--- src/rtl/core/tia_pkg.sv ---
`timescale 1ns / 1ps

package tia_pkg;

	// Field widths
	localparam int POS_W  = 14;
	localparam int ADDR_W = 14;
	localparam int CFG_W  = 3;
	localparam int APB_DW = 32;
	localparam int APB_AW = 3;

	// Register indexes (paddr[2] selects the word)
	localparam logic REG_IDX_OCTETS = 1'b0;

	// Block geometry
	localparam int MAX_OCTETS     = 5;
	localparam int OCTET_BITS     = 1784;
	localparam int OCTET_SYMS     = 223;
	localparam int MAX_BLOCK_BITS = OCTET_BITS * MAX_OCTETS;
	localparam logic [CFG_W-1:0] OCTETS_RESET = CFG_W'(1);

	// Octet-count index: value n is held as n - 1
	localparam int IDX_W = 3;

	// Half position, column and product widths
	localparam int H_W     = POS_W - 1;
	localparam int COL_W   = $clog2(OCTET_SYMS * MAX_OCTETS);
	localparam int REM_W   = COL_W + 1;
	localparam int PRIME_W = 7;
	localparam int PROD_W  = $clog2(47 * OCTET_SYMS * MAX_OCTETS + 22);
	localparam int PAR_ADD = 21;

	// Reciprocal division by k2 = 223 * n
	localparam int RECIP_SHIFT = 20;
	localparam int RECIP_SCALE = 1 << RECIP_SHIFT;
	localparam int RECIP_W     = $clog2(RECIP_SCALE / OCTET_SYMS + 1);
	localparam int QUO_W       = 6;

	typedef logic [RECIP_W-1:0] recip_t;
	localparam recip_t RECIP_TAB [8] = '{
		RECIP_W'(RECIP_SCALE / (OCTET_SYMS * 1)),
		RECIP_W'(RECIP_SCALE / (OCTET_SYMS * 2)),
		RECIP_W'(RECIP_SCALE / (OCTET_SYMS * 3)),
		RECIP_W'(RECIP_SCALE / (OCTET_SYMS * 4)),
		RECIP_W'(RECIP_SCALE / (OCTET_SYMS * 5)),
		RECIP_W'(RECIP_SCALE / (OCTET_SYMS * 6)),
		RECIP_W'(RECIP_SCALE / (OCTET_SYMS * 7)),
		RECIP_W'(RECIP_SCALE / (OCTET_SYMS * 8))
	};

	typedef logic [PRIME_W-1:0] prime_t;
	localparam prime_t PRIME_TAB [8] = '{
		PRIME_W'(31), PRIME_W'(37), PRIME_W'(43), PRIME_W'(47),
		PRIME_W'(53), PRIME_W'(59), PRIME_W'(61), PRIME_W'(67)
	};

	// Map the raw register to an index: zero acts as one, large values clamp
	function automatic logic [IDX_W-1:0] octet_idx(input logic [CFG_W-1:0] raw);
		logic [IDX_W-1:0] idx;
		if (raw == '0) begin
			idx = '0;
		end else if (int'(raw) > MAX_OCTETS) begin
			idx = IDX_W'(MAX_OCTETS - 1);
		end else begin
			idx = IDX_W'(raw - CFG_W'(1));
		end
		return idx;
	endfunction

	// Block length 1784 * n
	function automatic logic [POS_W-1:0] block_bits(input logic [IDX_W-1:0] idx);
		return POS_W'((int'(idx) + 1) * OCTET_BITS);
	endfunction

	// Row length k2 times a small row count
	function automatic logic [H_W-1:0] k2_times(input logic [IDX_W-1:0] idx, input int rows);
		return H_W'((int'(idx) + 1) * OCTET_SYMS * rows);
	endfunction

	// Row length k2 = 223 * n
	function automatic logic [COL_W-1:0] k2_of(input logic [IDX_W-1:0] idx);
		return COL_W'((int'(idx) + 1) * OCTET_SYMS);
	endfunction

	// (19 * row + 1) mod 4 reduces to row with its low bit flipped
	function automatic logic [1:0] row_to_t(input logic [1:0] row);
		return row ^ 2'b01;
	endfunction

endpackage

--- src/rtl/core/turbo_interleaver_address_core.sv ---
`timescale 1ns / 1ps
// Pipeline: a position request is loaded into the first of six register stages
// at the edge that accepts it, and the address is driven from the sixth.
// Throughput: one request per cycle while the output is not stalled; each of the six
// register stages advances on its own, so bubbles close up while the output is stalled.
// Reset: arst_n clears all stage valid bits and sets octets_q to 1.
// The reduction modulo 223*n uses a registered reciprocal multiply and a correction.
module turbo_interleaver_address_core (
	input  logic                       clk,
	input  logic                       arst_n,
	input  logic                       psel,
	input  logic                       penable,
	input  logic                       pwrite,
	input  logic [tia_pkg::APB_AW-1:0] paddr,
	input  logic [tia_pkg::APB_DW-1:0] pwdata,
	output logic [tia_pkg::APB_DW-1:0] prdata,
	output logic                       pready,
	input  logic                       in_valid,
	output logic                       in_stall,
	input  logic [tia_pkg::POS_W-1:0]  position,
	output logic                       out_valid,
	input  logic                       out_stall,
	output logic [tia_pkg::ADDR_W-1:0] address,
	output logic                       out_of_range
);
	import tia_pkg::*;

	logic [CFG_W-1:0] octets_q;
	logic [IDX_W-1:0] cfg_idx;

	logic rdy_s1, rdy_s2, rdy_s3, rdy_s4, rdy_s5, rdy_s6;

	// Stage 1: split the position, flag out-of-range
	logic             valid_s1;
	logic [IDX_W-1:0] idx_s1;
	logic [H_W-1:0]   h_s1;
	logic             m_s1;
	logic             oor_s1;

	// Stage 2: row and column
	logic             valid_s2;
	logic [IDX_W-1:0] idx_s2;
	logic [1:0]       row_s2;
	logic [COL_W-1:0] col_s2;
	logic             m_s2;
	logic             oor_s2;

	// Stage 3: prime * column + 21 * parity
	logic              valid_s3;
	logic [IDX_W-1:0]  idx_s3;
	logic [1:0]        t_s3;
	logic [PROD_W-1:0] prod_s3;
	logic              m_s3;
	logic              oor_s3;

	// Stage 4: quotient estimate
	logic              valid_s4;
	logic [IDX_W-1:0]  idx_s4;
	logic [1:0]        t_s4;
	logic [PROD_W-1:0] prod_s4;
	logic [QUO_W-1:0]  quo_s4;
	logic              m_s4;
	logic              oor_s4;

	// Stage 5: partial remainder, below 2*k2
	logic             valid_s5;
	logic [IDX_W-1:0] idx_s5;
	logic [1:0]       t_s5;
	logic [REM_W-1:0] rem_s5;
	logic             m_s5;
	logic             oor_s5;

	// Stage 6: output register
	logic              valid_s6;
	logic [ADDR_W-1:0] addr_s6;
	logic              oor_s6;

	logic [H_W-1:0]              row_base;
	logic                        ge1, ge2, ge3;
	logic [1:0]                  row_next;
	logic [PROD_W+RECIP_W-1:0]   prod_recip;
	logic [PROD_W-1:0]           rem_full;
	logic [REM_W-1:0]            k2_ext;
	logic [COL_W-1:0]            col_fin;

	// Configuration register, written in the APB access phase
	always_ff @(posedge clk or negedge arst_n) begin
		if (!arst_n) begin
			octets_q <= OCTETS_RESET;
		end else if (psel && penable && pwrite && pready && paddr[2] == REG_IDX_OCTETS) begin
			octets_q <= pwdata[CFG_W-1:0];
		end
	end

	assign pready = 1'b1;

	// Read back the raw register value
	always_comb begin
		prdata = '0;
		if (paddr[2] == REG_IDX_OCTETS) begin
			prdata = APB_DW'(octets_q);
		end
	end

	assign cfg_idx = octet_idx(octets_q);

	// Each stage loads when empty or when the next one moves
	assign rdy_s6   = !valid_s6 || !out_stall;
	assign rdy_s5   = !valid_s5 || rdy_s6;
	assign rdy_s4   = !valid_s4 || rdy_s5;
	assign rdy_s3   = !valid_s3 || rdy_s4;
	assign rdy_s2   = !valid_s2 || rdy_s3;
	assign rdy_s1   = !valid_s1 || rdy_s2;
	assign in_stall = !rdy_s1;

	always_ff @(posedge clk or negedge arst_n) begin
		if (!arst_n) begin
			valid_s1 <= 1'b0;
			valid_s2 <= 1'b0;
			valid_s3 <= 1'b0;
			valid_s4 <= 1'b0;
			valid_s5 <= 1'b0;
			valid_s6 <= 1'b0;
		end else begin
			if (rdy_s1) valid_s1 <= in_valid;
			if (rdy_s2) valid_s2 <= valid_s1;
			if (rdy_s3) valid_s3 <= valid_s2;
			if (rdy_s4) valid_s4 <= valid_s3;
			if (rdy_s5) valid_s5 <= valid_s4;
			if (rdy_s6) valid_s6 <= valid_s5;
		end
	end

	// Stage 1: capture the request
	always_ff @(posedge clk) begin
		if (rdy_s1) begin
			idx_s1 <= cfg_idx;
			h_s1   <= position[POS_W-1:1];
			m_s1   <= position[0];
			oor_s1 <= position >= block_bits(cfg_idx);
		end
	end

	// Find the row by comparing against multiples of k2
	always_comb begin
		ge1 = h_s1 >= k2_times(idx_s1, 1);
		ge2 = h_s1 >= k2_times(idx_s1, 2);
		ge3 = h_s1 >= k2_times(idx_s1, 3);
		if (ge3) begin
			row_next = 2'd3;
			row_base = k2_times(idx_s1, 3);
		end else if (ge2) begin
			row_next = 2'd2;
			row_base = k2_times(idx_s1, 2);
		end else if (ge1) begin
			row_next = 2'd1;
			row_base = k2_times(idx_s1, 1);
		end else begin
			row_next = 2'd0;
			row_base = '0;
		end
	end

	// Stage 2: row and column
	always_ff @(posedge clk) begin
		if (rdy_s2) begin
			idx_s2 <= idx_s1;
			row_s2 <= row_next;
			col_s2 <= COL_W'(h_s1 - row_base);
			m_s2   <= m_s1;
			oor_s2 <= oor_s1;
		end
	end

	// Stage 3: row-selected prime times column, plus the parity offset
	always_ff @(posedge clk) begin
		if (rdy_s3) begin
			idx_s3  <= idx_s2;
			t_s3    <= row_to_t(row_s2);
			prod_s3 <= PROD_W'(PRIME_TAB[{1'b0, row_to_t(row_s2)}]) * PROD_W'(col_s2)
				+ (m_s2 ? PROD_W'(PAR_ADD) : '0);
			m_s3    <= m_s2;
			oor_s3  <= oor_s2;
		end
	end

	// Quotient estimate, at most one below the true quotient
	assign prod_recip = (PROD_W+RECIP_W)'(prod_s3) * (PROD_W+RECIP_W)'(RECIP_TAB[idx_s3]);

	// Stage 4: quotient estimate
	always_ff @(posedge clk) begin
		if (rdy_s4) begin
			idx_s4  <= idx_s3;
			t_s4    <= t_s3;
			prod_s4 <= prod_s3;
			quo_s4  <= prod_recip[RECIP_SHIFT+QUO_W-1:RECIP_SHIFT];
			m_s4    <= m_s3;
			oor_s4  <= oor_s3;
		end
	end

	assign rem_full = prod_s4 - PROD_W'(quo_s4) * PROD_W'(k2_of(idx_s4));

	// Stage 5: partial remainder
	always_ff @(posedge clk) begin
		if (rdy_s5) begin
			idx_s5 <= idx_s4;
			t_s5   <= t_s4;
			rem_s5 <= rem_full[REM_W-1:0];
			m_s5   <= m_s4;
			oor_s5 <= oor_s4;
		end
	end

	// Final correction of the remainder
	assign k2_ext  = REM_W'(k2_of(idx_s5));
	assign col_fin = (rem_s5 >= k2_ext) ? COL_W'(rem_s5 - k2_ext) : rem_s5[COL_W-1:0];

	// Stage 6: assemble 8*c + 2*t + 1 - m, zero when out of range
	always_ff @(posedge clk) begin
		if (rdy_s6) begin
			addr_s6 <= oor_s5 ? '0 : ADDR_W'({col_fin, t_s5, ~m_s5});
			oor_s6  <= oor_s5;
		end
	end

	assign out_valid    = valid_s6;
	assign address      = addr_s6;
	assign out_of_range = oor_s6;

endmodule

--- config.mk ---
export PLATFORM = sky130hd
export DESIGN_NAME = turbo_interleaver_address_core
export DESIGN_NICKNAME = d
export VERILOG_FILES = /design/src/rtl/core/tia_pkg.sv /design/src/rtl/core/turbo_interleaver_address_core.sv
export SDC_FILE = /design/constraint.sdc
export NUM_CORES = 1
export LEC_CHECK = 0
export ABC_CLOCK_PERIOD_IN_PS = 8900
export BUFFER_PORTS_ARGS = -buffer_cell sky130_fd_sc_hd__buf_4
export CORE_UTILIZATION = 58
export DETAILED_ROUTE_END_ITERATION = 8
export GPL_ROUTABILITY_DRIVEN = 0
export PLACE_DENSITY = 0.83
export SLEW_MARGIN = 20
export SYNTH_ARGS = -nofsm -noshare
export SYNTH_HDL_FRONTEND = slang
export SYNTH_SLANG_ARGS = --single-unit
--- constraint.sdc ---
create_clock -name clk -period 8.9 [get_ports clk]
set_input_delay 1.335 -clock clk [delete_from_list [all_inputs] [get_ports clk]]
set_output_delay 1.335 -clock clk [all_outputs]
set_load 0.005 [all_outputs]
==> reports/metrics.csv <==
metric;value;unit
status;finished clean;
period_share;94.2;%
yosysWarnings;0;
layout-drive-gt1-share;6.00;%
fmax;119;MHz
hold_violations;0;
worstSkewPairLatency;0.43;ns
clock_path_buffers;2;
crit_slowest_cell;fa_1;
dieArea;33600;µm²
slowest_delay;0.51;ns
ctsHoldBuffers;0;
via_count;13604;
gr-usage-all-layers;25.8;%
synth_top_area_share;26.1;%
setup_ws;0.520;ns
clk_pin_slew;0.06;ns
cts_buffers;17;
antenna_found_initial;0;
final_nets;2546;
syn_area_per_cell;9.79;µm²
avgRoutedWirePerCell;16.7;µm
cp.arrival;8.55;ns
cts_tree;built;
synth_edf_count;118;
synth_flop_cell;edfxtp_1;
rsz0062_at_grt;false;
rr_startpoint;idx_s1[0];
cap_violations;0;
critical_path_required;9.07;ns
grt_pass1_wl;69.0;mm
drt_pass1_iterations;5;
skew;0.00838;ns
areaGrowthSynthToFinish;6.63;%
relSlewSlack;26.3;%
rows;66;
synth_common_cells;344 x inv_1, 271 x ha_1, 248 x fa_1;
grt_max_degree;27;
drt-initial-drc-count;970;
ant_nets;0;
die_h;183;µm
start_util;58.7;%
pre_cts_slack;0.233;ns
startpoint;idx_s1[0];
synth_seq_area_share;19.8;%
crit_end;col_s2[10];
hpwlAfterDp;32.3;mm
die_w;183;µm
clock-sinks;127;
layout_min_cycle_time;8.38;ns
synth-seq-cells;127;
yosysMostFrequentCell;inv_1;
synth-async-reset-ratio;7.09;%
htreeDepth;4;
netlist_instances;1947;
cp_max_fo;16;
synth_top_cell_by_area;fa_1;
synth_area;19100;µm²
io_buffers;44;
final_max_slew_viol_count;0;
tightestPinTransition;1.10;ns
setup-violations-final;0;
tns;0;ns
hp-class;reg -> reg;
ios;106;
crit_path_start_kind;flip-flop;
r2r-end;col_s2[10];
diodes;0;
grt_pass1_vias;14751;
r2r_cells;35;
crit_path_end_kind;flip-flop;
vias_per_cell;5.61;
rrSetupSlack;0.52;ns
fp.coreArea;32500;µm²
root_buffer;clkbuf_16;
grt_overflow;0;
synthTopCellsByArea;fa_1 26%, edfxtp_1 19%, ha_1 18%;
criticalPathCategory;reg -> reg;
wl;40.6;mm
drc;0;
synthDistinctLibCells;74;
## cells in the final DEF, fill, tap and decap left out, drive strengths merged, types with 6 or more instances in the layout
master,instances
fa,248
inv,347
a2111oi,7
dfrtp,8
and3,6
nor3,18
and2,110
nand2b,19
clkbuf,18
nor2b,52
clkinv,7
o211ai,8
nand3,16
edfxtp,118
nand4,10
xor2,28
buf,55
o21ai,64
mux2i,7
conb,30
a21oi,55
nand2,198
o21bai,7
nor2,74
xnor2,77
a21boi,10
o21a,10
o22ai,9
a21o,26
a211oi,10
ha,271
## cells by family (layout without fill, tap and decap cells)
family	after synthesis	in the layout	share of synthesized area [%]
buf+inv	423	432	8.98
xor+xnor	107	107	5.16
other cells	2	30	0.0394
mux	11	11	0.604
flops	127	127	19.8
compound gates	232	232	7.90
fa+ha+maj	521	521	44.0
simple gates	524	524	13.6
## routing by layer
layer	global-route usage [%]	vias to the layer above	part of all wire [%]
li1	-	6261	-
met1	30.3	6781	39
met5	0	-	0
met4	9.87	0	3.2
met2	46.6	438	52
met3	4.49	124	5.2
## sequential cells by signal, indices dropped and copies added, names as in the netlist, 3 cells and up
signal and flops:
prod_s4 12, rem_s5 12, idx_s2 3, col_s2 11, octets_q 3, address 14
prod_s3 16, idx_s3 3, h_s1 13, quo_s4 6, idx_s5 3, idx_s4 3
idx_s1 3
## cell type report
type	count	area [µm²]
Tap cell	442	553
Timing Repair Buffer	55	417
Fill cell	2481	12100
Inverter	345	1290
Clock inverter	14	143
Sequential cell	127	3770
Multi-Input combinational cell	1425	13700
Clock buffer	18	429
## critical path: cells and delay by family (launching register included)
family	cells	cell delay, ns
flip-flops	1	0.41
AO/OA/AOI/OAI	13	2.15
buffers and inverters	6	0.92
adder cells (fa/ha/maj)	8	3.19
AND/OR/NAND/NOR	5	0.94
XOR/XNOR	3	0.48
## worst min path at each step
stage | start | to | slack (ns) | depth (start not counted)
after detailed placement | t_s3[1] | t_s4[1] | 0.40 | 0
after floorplan | idx_s2[0] | idx_s3[0] | 0.40 | 0
after global placement | idx_s2[2] | idx_s3[2] | 0.40 | 0
after global routing | t_s3[1] | t_s4[1] | 0.42 | 0
final | t_s3[1] | t_s4[1] | 0.42 | 0
after CTS | t_s3[1] | t_s4[1] | 0.42 | 0
## per-stage QoR
stage | util [%] | hold slack, ns | cell area (µm²) | instances
CTS | 62.5 | 0.419 | 20300 | 2425
global route | 62.6 | 0.420 | 20300 | 2426
global placement | 60.7 | 0.402 | 19700 | 2393
floorplan | - | 0.400 | 19200 | 1975
finish | 62.6 | 0.421 | 20300 | 2426
detailed placement | 60.7 | 0.405 | 19700 | 2393
## timing repair
action	in CTS	in global routing
buffers inserted	0	1
setup endpoints to repair	0	3
endpoints found under the hold margin	0	0
resized for setup	0	10
Power is not shown: default switching activity piles up to over one toggle a cycle in this logic, so the estimate is an artifact.
